[src/sv/kaau_ram.sv]
// generic simple dual-port ram with registered read
module kaau_ram #(
	parameter int WIDTH = 16,
	parameter int DEPTH = 256
) (
	input  logic                     clk,
	input  logic                     we,
	input  logic [$clog2(DEPTH)-1:0] waddr,
	input  logic [WIDTH-1:0]         wdata,
	input  logic                     re,
	input  logic [$clog2(DEPTH)-1:0] raddr,
	output logic [WIDTH-1:0]         rdata
);

	logic [WIDTH-1:0] mem_q [DEPTH];

	always_ff @(posedge clk) begin
		if (we) begin
			mem_q[waddr] <= wdata;
		end
		if (re) begin
			rdata <= mem_q[raddr];
		end
	end

endmodule

[config.mk]
export PLATFORM = sky130hd
export DESIGN_NAME = kaau_ram
export DESIGN_NICKNAME = d
export VERILOG_FILES = /design/src/sv/kaau_ram.sv
export SDC_FILE = /design/constraint.sdc
export NUM_CORES = 2
export LEC_CHECK = 0
export BUFFER_PORTS_ARGS = -buffer_cell sky130_fd_sc_hd__buf_2
export CORE_MARGIN = 1.5
export CORE_UTILIZATION = 35
export CTS_BUF_LIST = sky130_fd_sc_hd__clkbuf_8
export CTS_CLUSTER_DIAMETER = 100
export DETAILED_ROUTE_END_ITERATION = 7
export PLACE_DENSITY = 0.58
export RECOVER_POWER = 100
export SLEW_MARGIN = 20
export SYNTH_ARGS = -nofsm -noshare
export SYNTH_HDL_FRONTEND = slang
export SYNTH_SLANG_ARGS = --single-unit
[constraint.sdc]
create_clock -name clk -period 3.3 [get_ports clk]
set_clock_uncertainty 0.1 [all_clocks]
set_input_delay 0.66 -clock clk [delete_from_list [all_inputs] [get_ports clk]]
set_output_delay 0.66 -clock clk [all_outputs]
set_load 0.03 [all_outputs]
# ---- Word-level counts from Yosys, hierarchy flattened
# Memory sizes are Yosys's and may differ from the RTL's. A register that Yosys moved wholly into a read port is not among the register bits.
# Index checks and enable logic that the tools add are counted.
# W data, S select, Z words.
dict set report classes {
  mux 2
}
# operator count
set ops {}
lappend ops {{$mux W1} 2}
dict set report totals {
  register_bits 0
  ramBits 4096
  in_bits 35
  out_inout_bits 16
  wordCells 3
  n_memories 1
}
# name words width read_ports rd_ports_with_merged_regs wr line_no
set mem_list {}
lappend mem_list {mem_q 256 16 1 1 1 15} ;# logic [WIDTH-1:0] mem_q [DEPTH];

# ---- Longest topological paths before layout
dict set report depth {
  word_depth 2
  ltp_mapped 12
  depth_no_buf 6
}

# ---- Least setup slack after synthesis
# Ideal clock, no wire load.
dict set report synth_path {
  path_type {input -> register}
  start {input raddr[0]}
  end {register rdata[4] (read register of mem_q), data pin}
  setup_time_ns 0.265
  arrival_ns 2.644
  slack_ns 0.291
  cell_stages 8
  path_buffers 3
  path_cell_list {buf_6 > buf_6 > buf_2 > mux4_2 > mux4_2 > a22o_1 > o32ai_2 > nor4_2}
}
# item line_no
set synth_lines {}
lappend synth_lines {{from (decl)} 11} ;# input logic [$clog2(DEPTH)-1:0] raddr,
lappend synth_lines {{to (decl)} 12} ;# output logic [WIDTH-1:0] rdata

# ---- Final worst setup path
dict set report layout_path {
  start {input wdata[8]}
  end {memory mem_q[189][8], data pin}
}
# item line_no
set layout_lines {}
lappend layout_lines {{from (decl)} 9} ;# input logic [WIDTH-1:0] wdata,
lappend layout_lines {{to (decl)} 15}
# No word-level cell before the write port.

==> results.yml <==
finish:
  nNetsFinal: 8726
  post_route_cells_drive_above_1_share_pct: 28.66
  most-common-layout-cells: "4112 x edfxtp_1, 797 x mux4_2, 634 x clkbuf_8"
  final_non_filler_cell_total: 15170
  area_growth_syn_to_layout_pct: 16.26
  final_common_cell: "edfxtp_1"
power:
  comb_power_share_pct: 6.0
  sw_frac_of_total_pct: 23.12
  power.internal_mw: 79.14
  cell_area_power_density_mw_per_mm2: 557.3
  irDropWorstVdd_uv: 374.6
  clock_power_share_pct: 37.9
  power.static_leakage_nw: 59.45
  sequentialPowerShare_pct: 56.1
  p_switching_mw: 23.81
timing:
  final.setup.tns_ns: 0
  rsz0062_at_grt: "no"
  worst-slew-pin-transition_ns: 3.111
  finalWorstPathRequiredPeriod_ns: 3.209
  finalCritPeriodShare_pct: 97.25
  max-slew-margin-rel_pct: -107.4
  maxSlewViolCount: 1640
  fin_worst_hold_slack_ns: 0.1863
  finalHoldViolations: 0
  clock.fmax_mhz: 311.6
  finalSetupViolations: 0
  setup_ws_ns: 0.09071
worst_setup_path:
  cpLargestDelayFamily: "buffers and inverters"
  setup.worst_path.end_class: "flip-flop"
  critical_path.n_buffers_inverters: 3
  worst_ep_arrival_time_ns: 3.96
  worst_setup_path_start_kind: "primary input"
  crit_required_ns: 4.05
  r2r_start: "mem_q[3][1]"
  setup.worst_path.start: "wdata[8]"
  critical-path-max-stage-delay_ns: 1.97
  criticalPathCategory: "in2reg"
  critical_path.cell_chain: "dlygate4sd3_1, dlymetal6s4s_1, buf_12"
  critical-path-slowest-cell: "dlymetal6s4s_1"
  worst-path-max-fanout: 104
grt:
  via_count_of_the_first_global_routing_pass: 83740
  overflow: 0
  grt_util_all_layers_pct: 18.85
  largest_net_degree_at_the_start_of_global_routing: 105
  grt_pass1_wl_um: 624900
  antenna_found_initial: 36
status:
  violations: "capacitance limit, slew limit"
  outcome: "finished with violations"
placement:
  place_congestion: 0.8907
  place.port_buffers: 50
  preCtsSetupSlack_ns: -1.337
  place_hpwl_um: 278700
  post-place-cells: 14020
synthesis:
  synth_area_leader_cell: "edfxtp_1"
  synth_top_area_share_pct: 77.72
  synth_async_sr_flop_share_pct: 0
  synth.yosys.seq_area_share_pct: 77.72
  post_synth_fa_ha_maj_area_fraction_pct: 0
  post_synth_edffs: 4112
  dominantRegCellSynth: "edfxtp_1"
  synth_seq_cells: 4112
  synth.mux.area_fraction_pct: 15.48
  avgSynthCellArea_um2: 21.59
  mappedNetlistArea_mm2: 0.1589
  synth_top_family_by_area: "multiplexers"
  netlist_instances: 7360
  synthXorXnorAreaFrac_pct: 0
  synth_top_cells_by_area: "edfxtp_1 78%, mux4_2 11%, mux2i_1 3.6%"
  area_fraction_in_compound_gates_after_synthesis_pct: 3.534
  yosysWarnings: 0
  synth.net_count: 7395
  synth-simple-area-share_pct: 1.573
  synth_cell_types: 51
clock_tree:
  h-tree-depth: 6
  cts-root-buf: "clkbuf_8"
  worst_skew_pair.late_latency_ns: 1.22
  cts_tree: "built"
  cts.sink_count: 4112
  cts.clk_slew.worst_paths_ns: 0.07
  clock_buffers_created_by_tritoncts: 628
  clockBufferDepth: 4
route:
  wire_per_inst_um: 29.20
  finalWirelength_um: 442900
  viasPerCell: 5.427
  first_pass_iters: 6
  count_of_nets_left_with_antenna_violations_after_detail_routing: 0
  detail_route.iter0.violations: 9669
  drt_drc_violations_left: 0
  detailroute.via_count: 82320
die:
  initial_core_util_pct: 35.14
  rows: 247
  top_level_ports: 51
  core_area_mm2: 0.4521
  die_w_um: 676.7
  fp.dieArea_mm2: 0.4580
  chipHeight_um: 676.7
job:
  max_cap_violations: 42
min_path:
  hold_path.startpoint: "raddr[4]"
  holdCritPathClass: "in2reg"
cell type report:
type | count | area, um^2
inverter | 4 | 27.53
clock buffer | 633 | 8712
antenna | 13 | 32.53
fill | 39640 | 267400
tap | 5976 | 7477
clock inverter | 484 | 2699
multi-input combinational | 2792 | 32990
timing repair buffer | 1153 | 9291
sequential | 4112 | 123500
tightest hold or removal path: stages:
cell and delay (ns):
buf_6 0.12, inv_6 0.10, a21oi_1 0.20, a21oi_1 0.10, nand3_1 0.08, nor4_1 0.05
worst paths after layout:
path,slack [ns],cells after the start,endpoint
setup / recovery,0.09,3,mem_q[189][8]
hold / removal,0.19,6,rdata[9]
setup reg to reg,0.13,8,rdata[1]
hold reg to reg,1.08,6,rdata[7]
synth_stat cells, types with 17 or more instances:
| cell type | n |
|---|---|
| nor3_1 | 92 |
| nand3_1 | 35 |
| clkbuf_1 | 230 |
| buf_2 | 76 |
| buf_4 | 26 |
| o22ai_1 | 148 |
| o21ai_0 | 37 |
| a22o_1 | 32 |
| buf_6 | 77 |
| mux2i_1 | 565 |
| a21oi_1 | 175 |
| buf_1 | 27 |
| o32ai_1 | 20 |
| edfxtp_1 | 4112 |
| mux2_2 | 88 |
| o221ai_1 | 252 |
| mux4_2 | 797 |
| nor4_1 | 17 |
| a22oi_1 | 43 |
| nand4_1 | 26 |
| a221oi_1 | 28 |
| nor2_1 | 304 |
| a211oi_1 | 18 |
| nand2_1 | 38 |
flip-flops by register name (all words and copies together) (netlist names):
register  flops
rdata        16
mem_q      4096
repair_timing:
item                                   4_1_cts  5_1_grt
setup endpoints to repair                    2        0
setup buffers                                0        0
endpoints found under the hold margin     1048        0
hold buffers                                20        0
resized for setup                            2        0
power by group through the flow:
| stage | Combinational (mW) | Sequential, mW | Clock, mW |
|---|---|---|---|
| 2_1_floorplan | 2.84 | 58.8 | 0 |
| 3_3_place_gp | 6.15 | 58.8 | 0 |
| 3_5_place_dp | 6.24 | 58.8 | 0 |
| 4_1_cts | 6.28 | 57.7 | 39.8 |
| 5_1_grt | 6.46 | 57.7 | 42.0 |
| 6_report | 6.17 | 57.8 | 39.0 |
logic make-up (layout without fill, tap and decap cells):
family / count (synthesis) / count (layout)
flip-flops: 4112 / 4112
other: 0 / 13
multiplexers: 1450 / 1450
AND/OR/NAND/NOR: 556 / 556
buffers and inverters: 456 / 2274
AO/OA/AOI/OAI: 786 / 786
through the flow:
stage / power (mW) / utilization [%] / instance area, um^2
after global placement: 64.95 / 38.59 / 174500
after detailed placement: 65.05 / 38.59 / 174500
after CTS: 103.8 / 41.16 / 186100
after global routing: 106.2 / 40.85 / 184700
final: 102.9 / 40.85 / 184700
after floorplan: 61.63 / - / 158900
layer usage:
metal  up-vias  wire, um  GRT usage, %
met5         -        60             0
met4         8     18510         6.635
met3       723     33940         3.124
met2      3625    214000         31.28
met1     43870    176400         25.16
li1      34090         -             -
Power figures use the tool's default switching activity.
