[config.mk]
export PLATFORM = sky130hd
export DESIGN_NAME = kaau_div
export DESIGN_NICKNAME = d
export VERILOG_FILES = /design/src/sv/kaau_pkg.sv /design/src/sv/kaau_div.sv
export SDC_FILE = /design/constraint.sdc
export NUM_CORES = 1
export LEC_CHECK = 0
export BUFFER_PORTS_ARGS = -buffer_cell sky130_fd_sc_hd__buf_4
export CORE_ASPECT_RATIO = 2
export CORE_MARGIN = 2
export CORE_UTILIZATION = 35
export CTS_CLUSTER_DIAMETER = 30
export DETAILED_ROUTE_END_ITERATION = 16
export GPL_TIMING_DRIVEN = 1
export PLACE_DENSITY = 0.65
export RECOVER_POWER = 50
export SYNTH_ARGS = -nofsm -noshare
export SYNTH_HDL_FRONTEND = slang
export SYNTH_SLANG_ARGS = --single-unit
export TNS_END_PERCENT = 50
[constraint.sdc]
create_clock -name clk -period 5.3 [get_ports clk]
set_input_delay 0.265 -clock clk [delete_from_list [all_inputs] [get_ports clk]]
set_output_delay 0.265 -clock clk [all_outputs]
set_load 0.01 [all_outputs]
[src/sv/kaau_pkg.sv]
// shared types, constants and codes for the k-means assign/accumulate/update block
package kaau_pkg;

	localparam int CLUSTERS_DEF = 16;
	localparam int DIMS_DEF     = 16;
	localparam int ADDR_LIMIT   = 16;

	localparam int VAL_W  = 16;
	localparam int SUM_W  = 48;
	localparam int CNT_W  = 32;
	localparam int DIST_W = 38;
	localparam int LL_W   = 37;
	localparam int WGT_W  = 17;

	// input transaction kinds
	localparam logic [2:0] KIND_WRITE  = 3'd0;
	localparam logic [2:0] KIND_SAMPLE = 3'd1;
	localparam logic [2:0] KIND_BEGIN  = 3'd2;
	localparam logic [2:0] KIND_FINISH = 3'd3;
	localparam logic [2:0] KIND_READ   = 3'd4;

	// result kinds
	localparam logic [1:0] RES_ASSIGN = 2'd0;
	localparam logic [1:0] RES_UPDATE = 2'd1;
	localparam logic [1:0] RES_READ   = 2'd2;
	localparam logic [1:0] RES_NONE   = 2'd3;

	// configuration register indexes
	localparam logic [1:0] CFG_CLUSTERS = 2'd0;
	localparam logic [1:0] CFG_DIMS     = 2'd1;
	localparam logic [1:0] CFG_SEED     = 2'd2;

	typedef struct packed {
		logic             start;
		logic [SUM_W-1:0] dividend;
		logic [CNT_W-1:0] divisor;
	} div_req_t;

	typedef struct packed {
		logic             done;
		logic [SUM_W-1:0] quotient;
	} div_rsp_t;

endpackage

[src/sv/kaau_div.sv]
// restoring unsigned divider, one quotient bit per cycle
module kaau_div (
	input  logic               clk,
	input  logic               arst_n,
	input  kaau_pkg::div_req_t req,
	output kaau_pkg::div_rsp_t rsp
);
	import kaau_pkg::*;

	localparam int CW = $clog2(SUM_W + 1);

	logic [SUM_W-1:0] quo_q;
	logic [CNT_W-1:0] rem_q;
	logic [CNT_W-1:0] dvs_q;
	logic [CW-1:0]    cnt_q;
	logic             done_q;
	logic [CNT_W:0]   shifted;
	logic             fits;

	assign shifted = {rem_q, quo_q[SUM_W-1]};
	assign fits    = shifted >= {1'b0, dvs_q};

	always_ff @(posedge clk or negedge arst_n) begin
		if (!arst_n) begin
			cnt_q  <= '0;
			done_q <= 1'b0;
		end else begin
			done_q <= 1'b0;
			if (req.start) begin
				cnt_q <= CW'(SUM_W);
			end else if (cnt_q != '0) begin
				cnt_q <= cnt_q - 1'b1;
				if (cnt_q == CW'(1)) begin
					done_q <= 1'b1;
				end
			end
		end
	end

	always_ff @(posedge clk) begin
		if (req.start) begin
			quo_q <= req.dividend;
			rem_q <= '0;
			dvs_q <= req.divisor;
		end else if (cnt_q != '0) begin
			quo_q <= {quo_q[SUM_W-2:0], fits};
			rem_q <= fits ? CNT_W'(shifted - {1'b0, dvs_q}) : shifted[CNT_W-1:0];
		end
	end

	assign rsp.done     = done_q;
	assign rsp.quotient = quo_q;

endmodule

Yosys cells after proc, flatten, opt, wreduce, memory -nomap -nowiden
Cells that the tools add are included.
{ "word_totals": {"regBits": 119, "output_inout_bits": 49, "wordCells": 19, "inputBits": 83} }
{ "classes": {"addsub": 2, "n_mux": 8, "magnitude_cmp": 1, "n_reduce_logical": 2, "n_eq_ne": 1} }
{ "op_table": {"columns": ["cell", "count"], "rows": [
  ["48-bit 2-to-1 mux", 2],
  ["33-bit by 32-bit >= comparator with 1-bit output", 1],
  ["32-bit 2-to-1 mux", 1],
  ["32-bit subtractor", 1],
  ["6-bit 2-to-1 mux", 2],
  ["6-bit by 1-bit == test with 1-bit output, second input constant", 1],
  ["6-bit nonzero test", 1],
  ["6-bit by 1-bit subtractor with 6-bit output, second input constant", 1],
  ["1-bit 2-to-1 mux", 3],
  ["2-bit nonzero test", 1]
]} }

Longest topological paths before layout
{ "logic_depth": {"word_depth": 4, "depth_mapped": 13, "ltp_nobuf": 11} }

Worst setup path after synthesis
Ideal clock, no wire load.
{ "synth_timing": {"path_type": "flip-flop to flip-flop", "from": "reg cnt_q[2]", "to": "reg quo_q[0] (enable)", "t_required_ns": 4.827, "arrival_ns": 2.157, "stages_incl_launch_ff": 7, "slack_ns": 2.670, "path_cell_list": "dfrtp_1 or3_1 nor2_1 nand2_1 clkbuf_1 nor2_1 inv_1"} }
{ "synth_via": {"elab_chain_len": 2} }
{ "synth_lines": {"columns": ["element", "line_no", "rtl"], "rows": [
  ["start, declared", "kaau_div.sv:15", "logic [CW-1:0] cnt_q;"],
  ["start signal, assigned", "kaau_div.sv:30", "cnt_q <= CW'(SUM_W);"],
  ["start signal, assigned", "kaau_div.sv:32", "cnt_q <= cnt_q - 1'b1;"],
  ["6-bit nonzero test", "kaau_div.sv:45", "end else if (cnt_q != '0) begin"],
  ["2-bit nonzero test (no source line)", null, null],
  ["end signal, assigned", "kaau_div.sv:42", "quo_q <= req.dividend;"],
  ["end signal, assigned", "kaau_div.sv:46", "quo_q <= {quo_q[SUM_W-2:0], fits};"],
  ["end, declared", "kaau_div.sv:12", "logic [SUM_W-1:0] quo_q;"]
]} }
Every way passes these cells.
A chain may end at the register's enable or synchronous reset.

==> flow_summary.ini <==
[sta]
fin_hold_ws_ns = 0.0348
slew_headroom_pct = -71.4
finClkSkew_ns = 0.0112
max_freq_mhz = 255
maxSlewViolCount = 111
period_share_pct = 74.0
fin_tns_setup_ns = 0
timing.final.ws_setup_ns = 1.38
layout_min_cycle_time_ns = 3.92
tightest_slew_ns = 2.57
setup_violations = 0
rsz0062_at_grt = false
hold_viol_final = 0

[worst_setup_path]
critical_path.endpoint = rem_q[23]
r2r-end = rem_q[22]
arrival_ns = 4.21
critPathKind = primary input to register
cp_data_required_time_ns = 5.59
crit_path_start_kind = primary input
rrSetupSlack_ns = 1.84
r2r_start = dvs_q[10]
crit_path_max_incr_delay_ns = 1.78
critical_path_buf_inv_count = 2
cp_top_family = buffers and inverters
crit_cells = 5
cp-startpoint = req[80]
worstPathCellList = clkbuf_1 > clkbuf_2 > nor2_1 > a32oi_1 > o21ai_0
end_kind = register
slowest_stage = clkbuf_1
critPathMaxFanout = 62
reg2reg_depth = 10

[drt]
drc = 0
ant_nets = 0
vias_per_cell = 5.29
drt_iter0_drc = 264
wl_um = 18200
vias = 5520
wl_per_cell_um = 17.5
first_pass_iters = 5

[grt]
track_usage_pct = 18.9
grt_pass1_vias = 5927
grt_max_degree = 63
gr-total-overflow = 0
antenna_found_initial = 0
grt_pass1_wl_um = 29200

[yosys]
yosysTopAreaCellShare_pct = 35.9
ys_ff_latch = 119
synthXorXnorAreaFrac_pct = 2.62
yosysUniqueCellTypes = 55
synth_top_cells_by_count = edfxtp_1 (80), nand2_1 (67), mux2_2 (49), nor2_1 (49), inv_1 (46)
avgSynthCellArea_sq_um = 10.3
yosys-top-cells-area = edfxtp_1 (36%), dfxtp_1 (9.6%), mux2_2 (8.3%)
syn_area_sq_um = 6680
synthAdderAreaFrac_pct = 6.67
yosysSeqAreaShare_pct = 48.2
synthMuxAreaShare_pct = 8.71
synth-simple-area-share_pct = 12.9
synth_area_leader_cell = edfxtp_1
synth_top_family_by_area = compound AO/OA/AOI/OAI gates
yosys_warnings = 0
ys_async_sr_fraction_pct = 5.88
syn_inst = 651
yosysMostFrequentCell = edfxtp_1
synth_compound_area_share_pct = 16.0
synth_ff_type = edfxtp_1
syn_nets = 769
synth-edff-count = 80

[pwr]
p_leak_nw = 3.40
share_comb_of_total_power_pct = 37.8
p_per_area_nw_per_um2 = 478
p_sw_mw = 1.50
pwr-share-seq_pct = 33.2
clkPwrFrac_pct = 29.0
swShare_pct = 38.2
ir_worst_vdd_mv = 0.271
internal_power_mw = 2.43

[final_layout]
num-fill-cells = 1879
drive_gt1_share_pct = 21.7
antenna_cells = 0
multiInputGateArea_sq_um = 3130
nets = 893
regArea_sq_um = 3220
area_growth_pct = 23.4

[placed_design]
dp_hpwl_um = 13600
io_buffers = 131
gp_congestion = 0.877
post-place-ws_ns = 1.91

[cts]
clockBufferDepth = 2
cts_sinks = 119
htreeDepth = 4
cts_tree = done
clock_latency_ns = 0.43
clk_pin_slew_ns = 0.06
root_buffer = clkbuf_16
numCtsBuffers = 17

[floorplanning]
pin_count = 132
start_util_pct = 35.7
core_sq_um = 18700
die_w_um = 102
rows = 71
die_h_um = 199
dieArea_sq_um = 20300

[min_path]
holdCritPathClass = primary input to register

[job]
maxCapViolCount = 2

[run_status]
status = finished, violations left
violations = max-capacitance violations, max-slew violations
kinds of logic (layout without fill, tap and decap cells):
kind of cell             Yosys count  after routing
adder cells (fa/ha/maj)           35             35
multiplexers                      52             52
AO/OA/AOI/OAI                    161            161
XOR/XNOR                          20             20
flip-flops                       119            119
buffers and inverters             77            214
AND/OR/NAND/NOR                  187            187
registers in the layout, summed over array words and instances (netlist names):
register and flops:
dvs_q 32, rem_q 32, cnt_q 6, done_q 1, quo_q 48
stage by stage:
stage          power [mW]  instance area (sq um)  utilization, %  std cells
5_1_grt              4.18                   8250            44.0       1043
4_1_cts              3.99                   8440            45.0       1043
2_1_floorplan        2.40                   6680               -        651
3_3_place_gp         2.83                   7850            41.9       1010
3_5_place_dp         2.83                   7850            41.9       1010
6_report             3.94                   8250            44.0       1043
cells in the final DEF (no fill, tap or decap), drive strengths merged, types with 3 or more instances in the layout:
cell type | netlist | layout
a211oi | 5 | 5
a21o | 12 | 12
a21oi | 44 | 44
a311oi | 17 | 17
a31oi | 6 | 6
a32oi | 4 | 4
a41oi | 5 | 5
and2 | 4 | 4
and3 | 7 | 7
and4 | 3 | 3
buf | 15 | 51
clkbuf | 16 | 101
clkinv | 0 | 3
dfrtp | 7 | 7
dfxtp | 32 | 32
edfxtp | 80 | 80
ha | 34 | 34
inv | 46 | 55
mux2 | 49 | 49
mux2i | 3 | 3
nand2 | 68 | 68
nand2b | 5 | 5
nand3 | 22 | 22
nand4 | 6 | 6
nor2 | 49 | 49
nor2b | 3 | 3
nor3 | 8 | 8
o211ai | 6 | 6
o21a | 3 | 3
o21ai | 37 | 37
o21bai | 8 | 8
o31ai | 5 | 5
or3 | 6 | 6
xnor2 | 16 | 16
xor2 | 4 | 4
layer usage:
layer | track usage [%] | up-vias | part of all wire, %
met4 | 12.9 | 0 | 6.0
met5 | 0 | - | 0
met3 | 4.62 | 66 | 5.2
met2 | 34.9 | 211 | 55
met1 | 17.7 | 2590 | 33
li1 | - | 2653 | -
how the worst min path moves through the flow:
stage                 to  cells past startpoint     from
2_1_floorplan   cnt_q[0]                      0   arst_n
3_3_place_gp      done_q                      1   arst_n
3_5_place_dp      done_q                      1   arst_n
4_1_cts        dvs_q[28]                      1  req[28]
5_1_grt        dvs_q[28]                      1  req[28]
6_report       dvs_q[28]                      1  req[28]
power groups by stage:
| stage | clock [mW] | combinational, mW | sequential [mW] |
|---|---|---|---|
| after floorplan | 0 | 1.09 | 1.31 |
| after global placement | 0 | 1.51 | 1.32 |
| after detailed placement | 0 | 1.51 | 1.32 |
| after CTS | 1.16 | 1.52 | 1.31 |
| after global routing | 1.20 | 1.65 | 1.33 |
| final | 1.14 | 1.49 | 1.31 |
cell type report:
| class | count | share of cell area [%] |
|---|---|---|
| Clock buffer | 17 | 5.16 |
| Clock inverter | 15 | 1.87 |
| Inverter | 46 | 2.09 |
| Multi-Input combinational cell | 455 | 38.0 |
| Sequential cell | 119 | 39.0 |
| Tap cell | 255 | 3.87 |
| Timing Repair Buffer | 136 | 10.0 |
repair_timing:
action / in CTS / in global routing
hold buffers: 1 / 0
endpoints found under the hold margin: 7 / 0
resized for setup: 0 / 0
setup buffers: 0 / 0
No activity file was read; power rests on OpenSTA's default activity.
